File: config.mk
export PLATFORM = sky130hd
export DESIGN_NAME = ultrasonic_range_averager_core
export DESIGN_NICKNAME = d
export VERILOG_FILES = /design/src/ura_pkg.sv /design/src/ura_div.sv /design/src/ultrasonic_range_averager_core.sv
export SDC_FILE = /design/constraint.sdc
export NUM_CORES = 1
export LEC_CHECK = 0
export ABC_AREA = 1
export BUFFER_PORTS_ARGS = -buffer_cell sky130_fd_sc_hd__buf_4
export CAP_MARGIN = 10
export CORE_MARGIN = 2
export CORE_UTILIZATION = 30
export CTS_CLUSTER_DIAMETER = 50
export DETAILED_ROUTE_END_ITERATION = 7
export PLACE_DENSITY = 0.48
export SYNTH_ARGS = -nofsm -noshare
export SYNTH_HDL_FRONTEND = slang
export SYNTH_SLANG_ARGS = --single-unit
File: constraint.sdc
create_clock -name clk -period 8.94 [get_ports clk]
set_input_delay 0.894 -clock clk [delete_from_list [all_inputs] [get_ports clk]]
set_output_delay 0.894 -clock clk [all_outputs]
set_load 0.05 [all_outputs]
File: src/ura_pkg.sv
package ura_pkg;

	// Sizing of the echo timer and the averager.
	localparam int ECHO_COUNT_BITS = 20;
	localparam int MAX_SAMPLES = 8;

	// Register widths.
	localparam int CFG_TRIG_W = 8;
	localparam int CFG_SAMPLE_W = 4;
	localparam int CFG_TPC_W = 8;

	// Reset values of the registers.
	localparam logic [CFG_TRIG_W-1:0] TRIG_WIDTH_RST = 8'd20;
	localparam logic [CFG_SAMPLE_W-1:0] SAMPLE_COUNT_RST = 4'd5;
	localparam logic [CFG_TPC_W-1:0] TICKS_PER_CM_RST = 8'd58;

	// Register indexes on the configuration port.
	localparam logic [1:0] REG_TRIGGER_WIDTH = 2'd0;
	localparam logic [1:0] REG_SAMPLE_COUNT = 2'd1;
	localparam logic [1:0] REG_TICKS_PER_CM = 2'd2;

	// Derived widths.
	localparam int SAMPLE_W = $clog2(MAX_SAMPLES + 1);
	localparam int SUM_W = ECHO_COUNT_BITS + ((MAX_SAMPLES > 1) ? $clog2(MAX_SAMPLES) : 0);
	localparam int FRAC_BITS = 4;
	localparam int DIVIDEND_W = SUM_W + FRAC_BITS;
	localparam int DIVISOR_W = CFG_TPC_W + SAMPLE_W;
	localparam int STEP_W = $clog2(DIVIDEND_W + 1);
	localparam int DIST_W = 16;

	// Status of the divider as seen by the sequencer.
	typedef struct packed {
		logic busy;
		logic done;
	} ura_div_status_t;

endpackage

File: src/ura_div.sv
module ura_div (
	input  logic                            clk,
	input  logic                            arst_n,
	input  logic                            start,
	input  logic [ura_pkg::DIVIDEND_W-1:0]  dividend,
	input  logic [ura_pkg::DIVISOR_W-1:0]   divisor,
	output ura_pkg::ura_div_status_t        status,
	output logic [ura_pkg::DIVIDEND_W-1:0]  quotient
);
	import ura_pkg::*;

	logic                  busy_q;
	logic                  done_q;
	logic [STEP_W-1:0]     step_q;
	logic [DIVIDEND_W-1:0] work_q;
	logic [DIVISOR_W-1:0]  rem_q;
	logic [DIVISOR_W-1:0]  divisor_q;

	logic [DIVISOR_W:0]    rem_shift;
	logic [DIVISOR_W:0]    trial;
	logic                  fits;

	// One restoring step: bring down the next dividend bit and try the subtraction.
	always_comb begin
		rem_shift = {rem_q, work_q[DIVIDEND_W-1]};
		trial = rem_shift - {1'b0, divisor_q};
		fits = (rem_shift >= {1'b0, divisor_q});
	end

	// Control of the iteration.
	always_ff @(posedge clk or negedge arst_n) begin
		if (!arst_n) begin
			busy_q <= 1'b0;
			done_q <= 1'b0;
			step_q <= '0;
		end else begin
			done_q <= 1'b0;
			if (start) begin
				busy_q <= 1'b1;
				step_q <= STEP_W'(DIVIDEND_W);
			end else if (busy_q) begin
				step_q <= step_q - 1'b1;
				if (step_q == STEP_W'(1)) begin
					busy_q <= 1'b0;
					done_q <= 1'b1;
				end
			end
		end
	end

	// Datapath: the dividend shifts out at the top while quotient bits shift in below.
	always_ff @(posedge clk) begin
		if (start) begin
			work_q <= dividend;
			rem_q <= '0;
			divisor_q <= divisor;
		end else if (busy_q) begin
			work_q <= {work_q[DIVIDEND_W-2:0], fits};
			rem_q <= fits ? trial[DIVISOR_W-1:0] : rem_shift[DIVISOR_W-1:0];
		end
	end

	assign status.busy = busy_q;
	assign status.done = done_q;
	assign quotient = work_q;

endmodule

File: src/ultrasonic_range_averager_core.sv
// Channel   Direction  Handshake            Contents
// s_*       in         s_tvalid / s_tready  one microsecond tick: start request, echo level
// m_*       out        m_tvalid / m_tready  one result per tick: trigger, busy, done, distance
// apb       in         psel & penable       trigger_width, sample_count, ticks_per_cm
//
// An ordinary tick passes straight to the output register; the tick that ends
// the last sample of a measurement waits for the bit-per-cycle restoring
// divider that forms the mean distance.
// s_tready falls while the divider runs and while a result waits on m_tready.
// Reset is asynchronous and clears the sequencer and the registers to their defaults.
module ultrasonic_range_averager_core (
	input  logic        clk,
	input  logic        arst_n,
	input  logic        s_tvalid,
	output logic        s_tready,
	input  logic [7:0]  s_tdata,   // [0] start_req, [1] echo_level, [7:2] zero
	output logic        m_tvalid,
	input  logic        m_tready,
	output logic [23:0] m_tdata,   // [0] trigger_level, [1] busy_res, [2] done_res,
	                               // [18:3] distance_sixteenths, [19] echo_overflow,
	                               // [23:20] zero
	input  logic        psel,
	input  logic        penable,
	input  logic        pwrite,
	input  logic [3:0]  paddr,
	input  logic [31:0] pwdata,
	output logic [31:0] prdata,
	output logic        pready
);
	import ura_pkg::*;

	localparam logic [1:0] PH_IDLE = 2'd0;
	localparam logic [1:0] PH_TRIG = 2'd1;
	localparam logic [1:0] PH_WAIT = 2'd2;
	localparam logic [1:0] PH_MEAS = 2'd3;

	// Configuration registers.
	logic [CFG_TRIG_W-1:0]   trig_width_q;
	logic [CFG_SAMPLE_W-1:0] sample_count_q;
	logic [CFG_TPC_W-1:0]    tpc_q;

	// Sequencer state.
	logic [1:0]                 phase_q;
	logic [CFG_TRIG_W-1:0]      trig_cnt_q;
	logic [ECHO_COUNT_BITS-1:0] echo_cnt_q;
	logic [SAMPLE_W-1:0]        taken_q;
	logic [SUM_W-1:0]           sum_q;
	logic                       ovf_seen_q;
	logic                       ovf_pend_q;

	// Output register.
	logic              out_valid_q;
	logic              out_trig_q;
	logic              out_busy_q;
	logic              out_done_q;
	logic [DIST_W-1:0] out_dist_q;
	logic              out_ovf_q;

	// Next-state values for an accepted item.
	logic [1:0]                 phase_d;
	logic [CFG_TRIG_W-1:0]      trig_cnt_d;
	logic [ECHO_COUNT_BITS-1:0] echo_cnt_d;
	logic [SAMPLE_W-1:0]        taken_d;
	logic [SUM_W-1:0]           sum_d;
	logic                       ovf_seen_d;
	logic                       trig_d;
	logic                       final_d;
	logic [CFG_TRIG_W-1:0]      trig_load;
	logic [CFG_TRIG_W-1:0]      trig_dec;
	logic [CFG_SAMPLE_W:0]      n_raw;
	logic [SAMPLE_W:0]          n_want;
	logic [SAMPLE_W:0]          taken_inc;
	logic [CFG_TPC_W-1:0]       tpc_eff;
	logic [DIVISOR_W-1:0]       divisor_d;

	logic                       in_accept;
	logic                       cfg_write;
	logic                       start_req;
	logic                       echo_level;

	ura_div_status_t            div_status;
	logic [DIVIDEND_W-1:0]      quotient;
	logic [DIST_W-1:0]          dist_sat;

	assign start_req = s_tdata[0];
	assign echo_level = s_tdata[1];

	assign s_tready = !div_status.busy && !div_status.done && (!out_valid_q || m_tready);
	assign in_accept = s_tvalid && s_tready;
	assign pready = 1'b1;
	assign cfg_write = psel && penable && pwrite && pready;

	// Register writes.
	always_ff @(posedge clk or negedge arst_n) begin
		if (!arst_n) begin
			trig_width_q <= TRIG_WIDTH_RST;
			sample_count_q <= SAMPLE_COUNT_RST;
			tpc_q <= TICKS_PER_CM_RST;
		end else if (cfg_write) begin
			unique case (paddr[3:2])
				REG_TRIGGER_WIDTH: trig_width_q <= pwdata[CFG_TRIG_W-1:0];
				REG_SAMPLE_COUNT:  sample_count_q <= pwdata[CFG_SAMPLE_W-1:0];
				REG_TICKS_PER_CM:  tpc_q <= pwdata[CFG_TPC_W-1:0];
				default: begin
				end
			endcase
		end
	end

	// Register reads.
	always_comb begin
		unique case (paddr[3:2])
			REG_TRIGGER_WIDTH: prdata = 32'(trig_width_q);
			REG_SAMPLE_COUNT:  prdata = 32'(sample_count_q);
			REG_TICKS_PER_CM:  prdata = 32'(tpc_q);
			default:           prdata = '0;
		endcase
	end

	// Register values as used: zero widths and counts are taken as one,
	// and the sample count is capped.
	always_comb begin
		trig_load = (trig_width_q == '0) ? CFG_TRIG_W'(1) : trig_width_q;
		tpc_eff = (tpc_q == '0) ? CFG_TPC_W'(1) : tpc_q;
		n_raw = {1'b0, sample_count_q};
		if (n_raw == '0) begin
			n_raw = (CFG_SAMPLE_W+1)'(1);
		end else if (n_raw > (CFG_SAMPLE_W+1)'(MAX_SAMPLES)) begin
			n_raw = (CFG_SAMPLE_W+1)'(MAX_SAMPLES);
		end
		n_want = (SAMPLE_W+1)'(n_raw);
	end

	// One tick of the trigger, echo and averaging sequence.
	always_comb begin
		phase_d = phase_q;
		trig_cnt_d = trig_cnt_q;
		echo_cnt_d = echo_cnt_q;
		taken_d = taken_q;
		sum_d = sum_q;
		ovf_seen_d = ovf_seen_q;
		trig_d = 1'b0;
		final_d = 1'b0;
		trig_dec = (trig_cnt_q != '0) ? trig_cnt_q - 1'b1 : trig_cnt_q;
		taken_inc = {1'b0, taken_q} + 1'b1;
		unique case (phase_q)
			PH_IDLE: begin
				if (start_req) begin
					taken_d = '0;
					sum_d = '0;
					ovf_seen_d = 1'b0;
					echo_cnt_d = '0;
					trig_cnt_d = trig_load;
					phase_d = PH_TRIG;
				end
			end
			PH_TRIG: begin
				trig_d = 1'b1;
				trig_cnt_d = trig_dec;
				if (trig_dec == '0) begin
					phase_d = PH_WAIT;
				end
			end
			PH_WAIT: begin
				if (echo_level) begin
					echo_cnt_d = ECHO_COUNT_BITS'(1);
					phase_d = PH_MEAS;
				end
			end
			default: begin
				if (echo_level) begin
					if (echo_cnt_q == '1) begin
						ovf_seen_d = 1'b1;
					end else begin
						echo_cnt_d = echo_cnt_q + 1'b1;
					end
				end else begin
					sum_d = sum_q + SUM_W'(echo_cnt_q);
					echo_cnt_d = '0;
					taken_d = taken_inc[SAMPLE_W-1:0];
					if (taken_inc >= n_want) begin
						final_d = 1'b1;
						taken_d = '0;
						phase_d = PH_IDLE;
					end else begin
						trig_cnt_d = trig_load;
						phase_d = PH_TRIG;
					end
				end
			end
		endcase
		divisor_d = DIVISOR_W'(tpc_eff) * DIVISOR_W'(taken_inc[SAMPLE_W-1:0]);
	end

	// Sequencer registers.
	always_ff @(posedge clk or negedge arst_n) begin
		if (!arst_n) begin
			phase_q <= PH_IDLE;
			trig_cnt_q <= '0;
			echo_cnt_q <= '0;
			taken_q <= '0;
			sum_q <= '0;
			ovf_seen_q <= 1'b0;
		end else if (in_accept) begin
			phase_q <= phase_d;
			trig_cnt_q <= trig_cnt_d;
			echo_cnt_q <= echo_cnt_d;
			taken_q <= taken_d;
			sum_q <= sum_d;
			ovf_seen_q <= ovf_seen_d;
		end
	end

	// Overflow flag of the measurement that is being divided.
	always_ff @(posedge clk) begin
		if (in_accept && final_d) begin
			ovf_pend_q <= ovf_seen_d;
		end
	end

	// The divider forms the mean distance from the echo sum.
	ura_div u_div (
		.clk      (clk),
		.arst_n   (arst_n),
		.start    (in_accept && final_d),
		.dividend ({sum_d, FRAC_BITS'(0)}),
		.divisor  (divisor_d),
		.status   (div_status),
		.quotient (quotient)
	);

	assign dist_sat = (|quotient[DIVIDEND_W-1:DIST_W]) ? '1 : quotient[DIST_W-1:0];

	// Output register: an ordinary tick loads it at once, the closing tick
	// loads it when the divider finishes.
	always_ff @(posedge clk or negedge arst_n) begin
		if (!arst_n) begin
			out_valid_q <= 1'b0;
		end else if (div_status.done || (in_accept && !final_d)) begin
			out_valid_q <= 1'b1;
		end else if (m_tready) begin
			out_valid_q <= 1'b0;
		end
	end

	always_ff @(posedge clk) begin
		if (div_status.done) begin
			out_trig_q <= 1'b0;
			out_busy_q <= 1'b0;
			out_done_q <= 1'b1;
			out_dist_q <= dist_sat;
			out_ovf_q <= ovf_pend_q;
		end else if (in_accept && !final_d) begin
			out_trig_q <= trig_d;
			out_busy_q <= (phase_d != PH_IDLE);
			out_done_q <= 1'b0;
			out_dist_q <= '0;
			out_ovf_q <= 1'b0;
		end
	end

	assign m_tvalid = out_valid_q;
	assign m_tdata = {4'b0000, out_ovf_q, out_dist_q, out_done_q, out_busy_q, out_trig_q};

endmodule
==> results of run 1 <==
==> how the worst max path moves through the flow <==
stage	end	slack, ns	cells past startpoint
floorplan	u_div.divisor_q[10]$_DFFE_PP_	4.82	17
global placement	u_div.quotient[11]$_DFFE_PP_	4.41	8
detailed placement	u_div.quotient[17]$_DFFE_PP_	4.37	8
CTS	u_div.divisor_q[10]$_DFFE_PP_	4.45	16
global route	u_div.divisor_q[10]$_DFFE_PP_	4.09	16
finish	u_div.divisor_q[10]$_DFFE_PP_	4.52	16
==> final cells by class <==
class	instances	share of cell area, %
repair buffers	51	3.181
well taps	461	4.793
clock inverters	15	1.851
multi-input cells	1044	46.35
inverters	190	5.947
flip-flops and latches	158	34.35
clock buffers	17	3.535
==> synthesized netlist by cell type (all sizes together), types with 6 or more instances <==
library cell | count | share of area, %
nor2 | 131 | 4.6
edfxtp | 53 | 15
nand4 | 19 | 1.2
clkbuf | 19 | 0.67
ha | 61 | 7.1
dfrtp | 78 | 18
xnor2 | 7 | 0.57
dfxtp | 19 | 3.5
xor2 | 25 | 2.0
or2 | 6 | 0.37
dfstp | 8 | 2.0
inv | 188 | 6.6
fa | 14 | 2.6
nand3 | 55 | 2.7
buf | 46 | 3.0
nor3 | 23 | 1.2
o21ai | 149 | 7.3
nand2 | 417 | 15
a21oi | 54 | 2.5
nor4 | 10 | 0.72
==> worst register-to-register path, cell delays in order (launching register included) <==
cell      delay, ns
dfrtp_1        0.58
nand3_1        0.14
xor2_1         0.21
clkinv_1       0.29
or2_2          0.39
fa_1           0.53
inv_1          0.05
fa_1           0.56
inv_1          0.06
fa_1           0.45
o21ai_0        0.27
nand2_1        0.08
nand2_1        0.07
a21oi_1        0.08
o21ai_0        0.17
a21oi_1        0.10
xnor2_1        0.13
==> cells in the final DEF (no fill, tap or decap), types with 5 or more instances in the layout <==
cell type,n
dfstp_2,8
dfxtp_1,19
a22o_1,5
inv_1,182
nor2_1,129
a21oi_1,54
o21ai_2,9
nand2_1,413
xor2_1,25
inv_2,5
or2_2,5
o21ai_1,28
xnor2_1,7
ha_1,61
clkbuf_16,17
conb_1,29
nand3_1,53
nand4_1,18
nor4_1,9
fa_1,14
o21ai_0,112
nor3_1,22
dfrtp_1,78
buf_4,51
inv_6,5
edfxtp_1,53
==> state kept, by name, indices dropped and copies added (netlist names), 2 cells and up <==
signal	cells
phase_q	2
trig_width_q	8
u_div.step_q	5
taken_q	4
out_dist_q	16
u_div.quotient	27
trig_cnt_q	8
u_div.rem_q	12
echo_cnt_q	20
tpc_q	8
u_div.divisor_q	12
sample_count_q	4
sum_q	23
==> layer usage <==
metal	part of all wire, %	GRT usage (%)
met1	52	21.29
met2	44	24.57
met3	2.7	2.027
met4	1.2	3.963
met5	0	0
==> power breakdown <==
group	total, mW	internal (mW)	switching, mW
combinational	0.902	0.284	0.618
sequential	0.975	0.863	0.112
clock	0.819	0.480	0.339
total	2.70	1.63	1.07
==> kinds of logic after synthesis <==
logic type,after synthesis,share of synthesized area (%)
other,2,0.07006
adders and majority gates,75,9.735
and+or+nand+nor,666,25.81
DFF,158,38.57
AOI/OAI and AO/OA,242,12.86
xor gates and xnor gates,32,2.615
buffers and inverters,255,10.34
==> impl_metrics.json, run 1 <==
{
  "postRouteAntennaNets": 0,
  "required_ns": 9.12,
  "hp-class": "input port to async pin",
  "antenna_found_initial": 0,
  "synthFlopType": "dfrtp_1",
  "path_class": "register to register",
  "critPathLaunchType": "register",
  "synth_area_sq_um": 10720,
  "hpwl_um": 20040,
  "ys_seq_area_share_pct": 38.57,
  "max_stage_delay_ns": 0.58,
  "cts_buffers": 17,
  "rr_startpoint": "taken_q[0]$_DFFE_PN0P_",
  "final.min_clock_period_ns": 4.424,
  "setup_viol": 0,
  "reg2regPathDepth": 16,
  "cts_tree": "yes",
  "fin_crit_sh_pct": 49.49,
  "via_count": 8993,
  "finalHoldViolCount": 0,
  "clockBufferDepth": 2,
  "leakage_nw": 5.818,
  "async_reset_ff_share_pct": 54.43,
  "drc": 0,
  "cts-resized-gates": 0,
  "finalWirelength_um": 26680,
  "fin_nets": 1588,
  "fin_util_pct": 34.00,
  "relSlewSlack_pct": 27.82,
  "path_cells": "nand3_1 > xor2_1 > clkinv_1 > or2_2 > fa_1 > inv_1 > fa_1 > inv_1 > fa_1 > o21ai_0 > nand2_1 > nand2_1 > a21oi_1 > o21ai_0 > a21oi_1 > xnor2_1",
  "num_antenna_cells": 0,
  "cpMostUsedCell": "fa_1",
  "fp.dieW_um": 193.0,
  "drv_slew": 0,
  "clk_pin_slew_ns": 0.07,
  "cpLargestDelayFamily": "adder cells",
  "ff2ff_setup_slack_ns": 4.52,
  "final_cells": 1936,
  "drive_gt1_share_pct": 8.475,
  "clock_sinks": 158,
  "die_h_um": 193.0,
  "grt_pass1_wl_um": 45160,
  "rows": 69,
  "postCtsHoldBufs": 0,
  "fin_hold_ws_ns": 0.4486,
  "first_global_vias": 8866,
  "crit_arrival_ns": 4.60,
  "seqCellArea_sq_um": 4134,
  "drt_first_iter_violations": 500,
  "syn_area_per_cell_sq_um": 7.496,
  "critPathLaunch": "taken_q[0]$_DFFE_PN0P_",
  "htree_levels": 4,
  "port_buffers": 48,
  "total_power_mw": 2.696,
  "clk_latency_ns": 0.44,
  "cp_num_buf_inv": 3,
  "coreArea_sq_um": 35400,
  "crit_slowest_cell": "dfrtp_1",
  "cp-end-kind": "register",
  "wl_per_cell_um": 13.78,
  "grt_overflow_total": 0,
  "placed_cells": 1904,
  "post_cts_buffers": 0,
  "multiInputGateArea_sq_um": 5578,
  "vias_per_cell": 4.645,
  "yosysWarnings": 0,
  "clock-root-buffer": "clkbuf_16",
  "start_util_pct": 30.28,
  "crit-reg2reg-capture": "u_div.divisor_q[10]$_DFFE_PP_",
  "pre_cts_ws_ns": 4.373,
  "maxCapViolations": 0,
  "drt_pass1_iterations": 5,
  "die_area_sq_um": 37260,
  "fin_ws_ns": 4.516,
  "design_area_sq_um": 12040,
  "gp_congestion": 0.8944,
  "path_max_fanout": 11,
  "setup_tns_ns": 0,
  "powerDensity_nw_per_um2": 224.0,
  "peakVddDrop_mv": 0.1347,
  "ys_ff_latch": 158,
  "grt_max_degree": 47,
  "outcome": "finished, final reports clean",
  "io_pins": 110,
  "rsz0062_at_grt": "no",
  "fin_skew_ns": 0.01117,
  "area_growth_pct": 12.28,
  "grt.total_usage_pct": 15.16,
  "synthCells": 1430,
  "synth_edf_count": 53,
  "max_slew.worst_pin.slew_ns": 1.080,
  "placed_area_sq_um": 11390,
  "synth_cell_types": 56,
  "nFillCells": 3841,
  "max_freq_ghz": 0.2260
}
Power figures use the tool's default switching activity.
==> run 2: changes to the inputs <==
--- a/config.mk
+++ b/config.mk
@@ -12,7 +12,7 @@
 export CORE_UTILIZATION = 30
 export CTS_CLUSTER_DIAMETER = 50
 export DETAILED_ROUTE_END_ITERATION = 7
-export PLACE_DENSITY = 0.48
+export PLACE_DENSITY = 0.5
 export SYNTH_ARGS = -nofsm -noshare
 export SYNTH_HDL_FRONTEND = slang
 export SYNTH_SLANG_ARGS = --single-unit
==> constraint.sdc (replaced) <==
create_clock -name clk -period 3.73 [get_ports clk]
set_input_delay 0.373 -clock clk [delete_from_list [all_inputs] [get_ports clk]]
set_output_delay 0.373 -clock clk [all_outputs]
set_load 0.05 [all_outputs]
==> run 2 against run 1 <==
Clock power increased by 110%. Via count increased by 0.98%. Sequential cell count unchanged. Clock skew increased by 0.0020 ns. Critical path depth decreased by 1. Critical endpoint unchanged.
==> impl_metrics.json, run 2 (synthesized netlist as in run 1, its figures left out) <==
{
  "drive_gt1_share_pct": 11.63,
  "htree_levels": 4,
  "clk_latency_ns": 0.44,
  "layout_common_cells": "nand2_1, inv_1, nor2_1",
  "cpMostUsedCell": "nand2_1",
  "maxCapViolations": 0,
  "area_growth_pct": 14.80,
  "crit_slowest_cell": "fa_1",
  "final.min_clock_period_ns": 3.547,
  "fin_hold_ws_ns": 0.05736,
  "io_pins": 110,
  "crit_arrival_ns": 3.73,
  "wl_per_cell_um": 13.58,
  "max_slew.worst_pin.slew_ns": 0.8825,
  "drt_pass1_iterations": 5,
  "outcome": "finished, final reports clean",
  "via_count": 9081,
  "max_freq_ghz": 0.2820,
  "coreArea_sq_um": 35400,
  "largest_reg_flops": 27,
  "max_stage_delay_ns": 0.54,
  "path_max_fanout": 6,
  "cp_num_buf_inv": 3,
  "clk_pin_slew_ns": 0.07,
  "design_area_sq_um": 12310,
  "finalHoldViolCount": 0,
  "ff2ff_setup_slack_ns": 0.18,
  "start_util_pct": 30.28,
  "clockBufferDepth": 2,
  "total_power_mw": 6.464,
  "postRouteAntennaNets": 0,
  "cts_tree": "yes",
  "cp-end-kind": "register",
  "fin_skew_ns": 0.01312,
  "grt_overflow_total": 0,
  "antenna_found_initial": 0,
  "vias_per_cell": 4.619,
  "clock_sinks": 158,
  "port_buffers": 48,
  "grt.total_usage_pct": 15.06,
  "clock-root-buffer": "clkbuf_16",
  "powerDensity_nw_per_um2": 525.3,
  "fin_crit_sh_pct": 95.08,
  "relSlewSlack_pct": 41.17,
  "die_area_sq_um": 37260,
  "fin_util_pct": 34.76,
  "fp.dieW_um": 193.0,
  "grt_max_degree": 63,
  "num_antenna_cells": 0,
  "placed_area_sq_um": 11590,
  "critPathLaunchType": "register",
  "finalWirelength_um": 26700,
  "drt_first_iter_violations": 444,
  "first_global_vias": 8831,
  "fin_nets": 1618,
  "hpwl_um": 20090,
  "layout_commonest_cell": "nand2_1",
  "gp_congestion": 0.8618,
  "die_h_um": 193.0,
  "rows": 69,
  "grt_pass1_wl_um": 44660,
  "drv_slew": 0,
  "cpLargestDelayFamily": "adder cells",
  "peakVddDrop_mv": 0.3438,
  "path_class": "register to register",
  "setup_viol": 0,
  "drc": 0,
  "required_ns": 3.91,
  "hp-class": "input port to async pin",
  "path_cells": "ha_2 > buf_4 > nand2_1 > fa_1 > inv_1 > fa_1 > inv_1 > fa_2 > o21ai_2 > nand2_1 > nand2_1 > a21oi_2 > o21ai_1 > a21oi_2 > xnor2_1",
  "leakage_nw": 5.931,
  "setup_tns_ns": 0,
  "cts_buffers": 17
}
==> run 2: cell types whose count changed in the layout (fill, tap and decap cells not counted), moves of 3 or more <==
cell and change:
bufinv_16 -3, o21ai_0 -3, buf_4 +29, ha_4 +3
a21oi_1 -5, ha_1 -4, a21oi_2 +5
==> run 2: path summary, 6_finish.rpt <==
path / start / to / cells after the start
hold / removal: arst_n / echo_cnt_q[6]$_DFFE_PN0P_ / 1
max in group asynchronous: arst_n / sample_count_q[2]$_DFFE_PN1P_ / 2
min in group clk: pwdata[4] / tpc_q[4]$_DFFE_PN1P_ / 3
setup / recovery: taken_q[1]$_DFFE_PN0P_ / u_div.divisor_q[10]$_DFFE_PP_ / 15
setup reg to reg: taken_q[1]$_DFFE_PN0P_ / u_div.divisor_q[10]$_DFFE_PP_ / 15
hold reg to reg: u_div.rem_q[11]$_SDFFE_PP0P_ / u_div.rem_q[11]$_SDFFE_PP0P_ / 2
==> run 2: through the flow <==
step / setup WS [ns] / std cells
6_report: 0.1835 / 1966
5_1_grt: -0.002942 / 1966
4_1_cts: 0.005430 / 1963
3_5_place_dp: 0.01074 / 1930
3_3_place_gp: 0.01868 / 1930
2_1_floorplan: 0.01007 / 1457
==> run 2: where the power goes <==
part	switching (mW)	internal (mW)	leakage [nW]	total (mW)
Sequential	0.244	2.07	1.80	2.31
Combinational	1.58	0.818	3.84	2.40
Clock	0.813	0.943	0.285	1.76
Total	2.63	3.83	5.93	6.46
==> run 2: repair_timing <==
action | CTS | global route
endpoints found under the setup margin | 1 | 5
hold buffers | 0 | 0
pin swaps | 1 | 14
gates resized for setup | 0 | 21
buffers inserted | 1 | 3
==> run 2: layout make-up <==
type | instances | area, sq um
Fill cell | 3738 | 23090
Multi-Input combinational cell | 1044 | 5690
Sequential cell | 158 | 4135
Inverter | 190 | 716.9
Timing Repair Buffer | 81 | 611.8
Tap cell | 461 | 576.8
Clock buffer | 17 | 425.4
Clock inverter | 15 | 148.9
==> run 2: layer usage <==
metal / global-route usage, % / up-vias / wire (um)
li1: - / 4716 / -
met1: 21.20 / 4196 / 13470
met2: 23.93 / 148 / 11840
met3: 2.606 / 21 / 1033
met4: 3.904 / 0 / 352
met5: 0 / - / 0
==> run 3: changes to the inputs <==
--- a/config.mk
+++ b/config.mk
@@ -12,7 +12,7 @@
 export CORE_UTILIZATION = 30
 export CTS_CLUSTER_DIAMETER = 50
 export DETAILED_ROUTE_END_ITERATION = 7
-export PLACE_DENSITY = 0.5
+export PLACE_DENSITY = 0.48
 export SYNTH_ARGS = -nofsm -noshare
 export SYNTH_HDL_FRONTEND = slang
 export SYNTH_SLANG_ARGS = --single-unit
==> constraint.sdc (replaced) <==
create_clock -name clk -period 4 [get_ports clk]
set_input_delay 0.4 -clock clk [delete_from_list [all_inputs] [get_ports clk]]
set_output_delay 0.4 -clock clk [all_outputs]
set_load 0.05 [all_outputs]
==> run 3 against run 2 <==
Cell count down 0.56%. Critical path depth unchanged. Non-clock buffer count down 11. Register-to-register slack better by 0.04 ns. Routed wire length up 1.3%. Critical path type unchanged. Critical endpoint unchanged.
==> impl_metrics.json, run 3 (synthesized netlist as in run 1, its figures left out) <==
{
  "vias_per_cell": 4.668,
  "clock-root-buffer": "clkbuf_16",
  "leakage_nw": 5.882,
  "relSlewSlack_pct": 35.16,
  "layout_common_cells": "nand2_1, inv_1, nor2_1",
  "via_count": 9126,
  "grt.total_usage_pct": 15.29,
  "grt_overflow_total": 0,
  "fin_skew_ns": 0.01493,
  "clk_pin_slew_ns": 0.07,
  "clock_sinks": 158,
  "drive_gt1_share_pct": 10.24,
  "wl_per_cell_um": 13.84,
  "drt_first_iter_violations": 446,
  "clockBufferDepth": 2,
  "num_antenna_cells": 0,
  "fin_hold_ws_ns": 0.005053,
  "first_global_vias": 8754,
  "peakVddDrop_mv": 0.3016,
  "setup_viol": 0,
  "clk_latency_ns": 0.44,
  "ff2ff_setup_slack_ns": 0.22,
  "final.min_clock_period_ns": 3.779,
  "start_util_pct": 30.28,
  "seqCellArea_sq_um": 4135,
  "htree_levels": 4,
  "outcome": "finished, final reports clean",
  "drc": 0,
  "die_area_sq_um": 37260,
  "finalWirelength_um": 27060,
  "crit-reg2reg-capture": "u_div.divisor_q[10]$_DFFE_PP_",
  "finalHoldViolCount": 0,
  "pre_cts_ws_ns": -0.005553,
  "path_class": "register to register",
  "cp-end-kind": "register",
  "postRouteAntennaNets": 0,
  "area_growth_pct": 13.34,
  "required_ns": 4.19,
  "rr_startpoint": "tpc_q[7]$_DFFE_PN0P_",
  "design_area_sq_um": 12150,
  "path_cells": "nor4_4 > a41oi_2 > or2_2 > fa_1 > inv_1 > fa_1 > inv_1 > fa_2 > o21ai_2 > nand2_1 > nand2_1 > a21oi_1 > o21ai_0 > a21oi_1 > xnor2_1",
  "drt_pass1_iterations": 5,
  "rows": 69,
  "nFillCells": 3876,
  "postCtsHoldBufs": 0,
  "io_pins": 110,
  "drv_slew": 0,
  "maxCapViolations": 0,
  "max_freq_ghz": 0.2646,
  "crit_slowest_cell": "fa_1",
  "cts_tree": "yes",
  "antenna_found_initial": 0,
  "largest_reg_flops": 27,
  "crit_arrival_ns": 3.97,
  "placed_area_sq_um": 11500,
  "port_buffers": 48,
  "reg2regPathDepth": 15,
  "gp_congestion": 0.8211,
  "max_stage_delay_ns": 0.56,
  "max_slew.worst_pin.slew_ns": 0.9699,
  "grt_pass1_wl_um": 45040,
  "path_max_fanout": 2,
  "fin_ws_ns": 0.2206,
  "hpwl_um": 20360,
  "fin_crit_sh_pct": 94.48,
  "cts_buffers": 17,
  "fin_nets": 1607,
  "coreArea_sq_um": 35400,
  "layout_commonest_cell": "nand2_1",
  "critPathLaunchType": "register",
  "fp.dieW_um": 193.0,
  "multiInputGateArea_sq_um": 5618,
  "fin_util_pct": 34.32,
  "rsz0062_at_grt": "no",
  "grt_max_degree": 51,
  "cp_num_buf_inv": 2,
  "hp-class": "input port to async pin",
  "die_h_um": 193.0,
  "powerDensity_nw_per_um2": 488.7,
  "cpLargestDelayFamily": "adder cells"
}
-- run 3: cell types whose count changed in the layout (fill, tap and decap cells not counted), moves of 2 or more --
cell / delta
buf_4: -10
o21ai_1: -2
o21ai_0: +2
a21oi_1: +4
ha_4: -3
ha_1: +4
a21oi_2: -4
-- run 3: worst register-to-register path, cell delays in order, from the launching register on --
cell     delay, ns
dfrtp_1       0.40
nor4_4        0.32
a41oi_2       0.18
or2_2         0.32
fa_1          0.54
inv_1         0.06
fa_1          0.56
inv_1         0.07
fa_2          0.40
o21ai_2       0.14
nand2_1       0.06
nand2_1       0.07
a21oi_1       0.08
o21ai_0       0.14
a21oi_1       0.09
xnor2_1       0.12
-- run 3: layer usage --
metal  vias to the layer above  GRT usage, %  wire length (um)
met4                         0         4.050               320
li1                       4697             -                 -
met1                      4266         21.42             13510
met5                         -             0                 0
met3                        19         2.498               941
met2                       144         24.50             12290
-- run 3: worst max-delay path by stage --
stage                            from                       endpoint  slack [ns]  cells past startpoint
2_1_floorplan  taken_q[0]$_DFFE_PN0P_  u_div.divisor_q[10]$_DFFE_PP_        0.02                     17
3_3_place_gp     tpc_q[6]$_DFFE_PN0P_  u_div.divisor_q[10]$_DFFE_PP_       0.004                     15
4_1_cts          tpc_q[6]$_DFFE_PN0P_  u_div.divisor_q[10]$_DFFE_PP_        0.05                     15
6_report         tpc_q[7]$_DFFE_PN0P_  u_div.divisor_q[10]$_DFFE_PP_        0.22                     15
5_1_grt          tpc_q[7]$_DFFE_PN0P_   u_div.divisor_q[9]$_DFFE_PP_        0.02                     14
3_5_place_dp     tpc_q[6]$_DFFE_PN0P_  u_div.divisor_q[10]$_DFFE_PP_      -0.006                     15
-- run 3: final cells by class --
type                    instances  share of cell area [%]
well taps                     461                   4.748
repair buffers                 70                   4.325
multi-input cells            1044                   46.24
flip-flops and latches        158                   34.04
clock buffers                  17                   3.502
inverters                     190                   5.901
clock inverters                15                   1.246
-- run 3: metrics by stage --
| step | power, mW | TNS (ns) | instances |
|---|---|---|---|
| after floorplan | 3.750 | 0 | 1457 |
| after global placement | 4.272 | 0 | 1919 |
| after detailed placement | 4.288 | -0.005553 | 1919 |
| after CTS | 5.988 | 0 | 1951 |
| after global routing | 6.399 | 0 | 1955 |
| final | 5.937 | 0 | 1955 |
-- run 3: power by group --
part | total (mW) | internal, mW | leakage [nW] | switching (mW)
combinational | 2.11 | 0.675 | 3.79 | 1.43
clock | 1.66 | 0.881 | 0.285 | 0.778
sequential | 2.17 | 1.93 | 1.80 | 0.241
total | 5.94 | 3.48 | 5.88 | 2.45
-- run 3: what timing repair did --
| action | CTS | global route |
|---|---|---|
| pin swaps | 0 | 3 |
| buffers inserted | 0 | 4 |
| endpoints found under the setup margin | 1 | 3 |
| gates resized for setup | 1 | 9 |
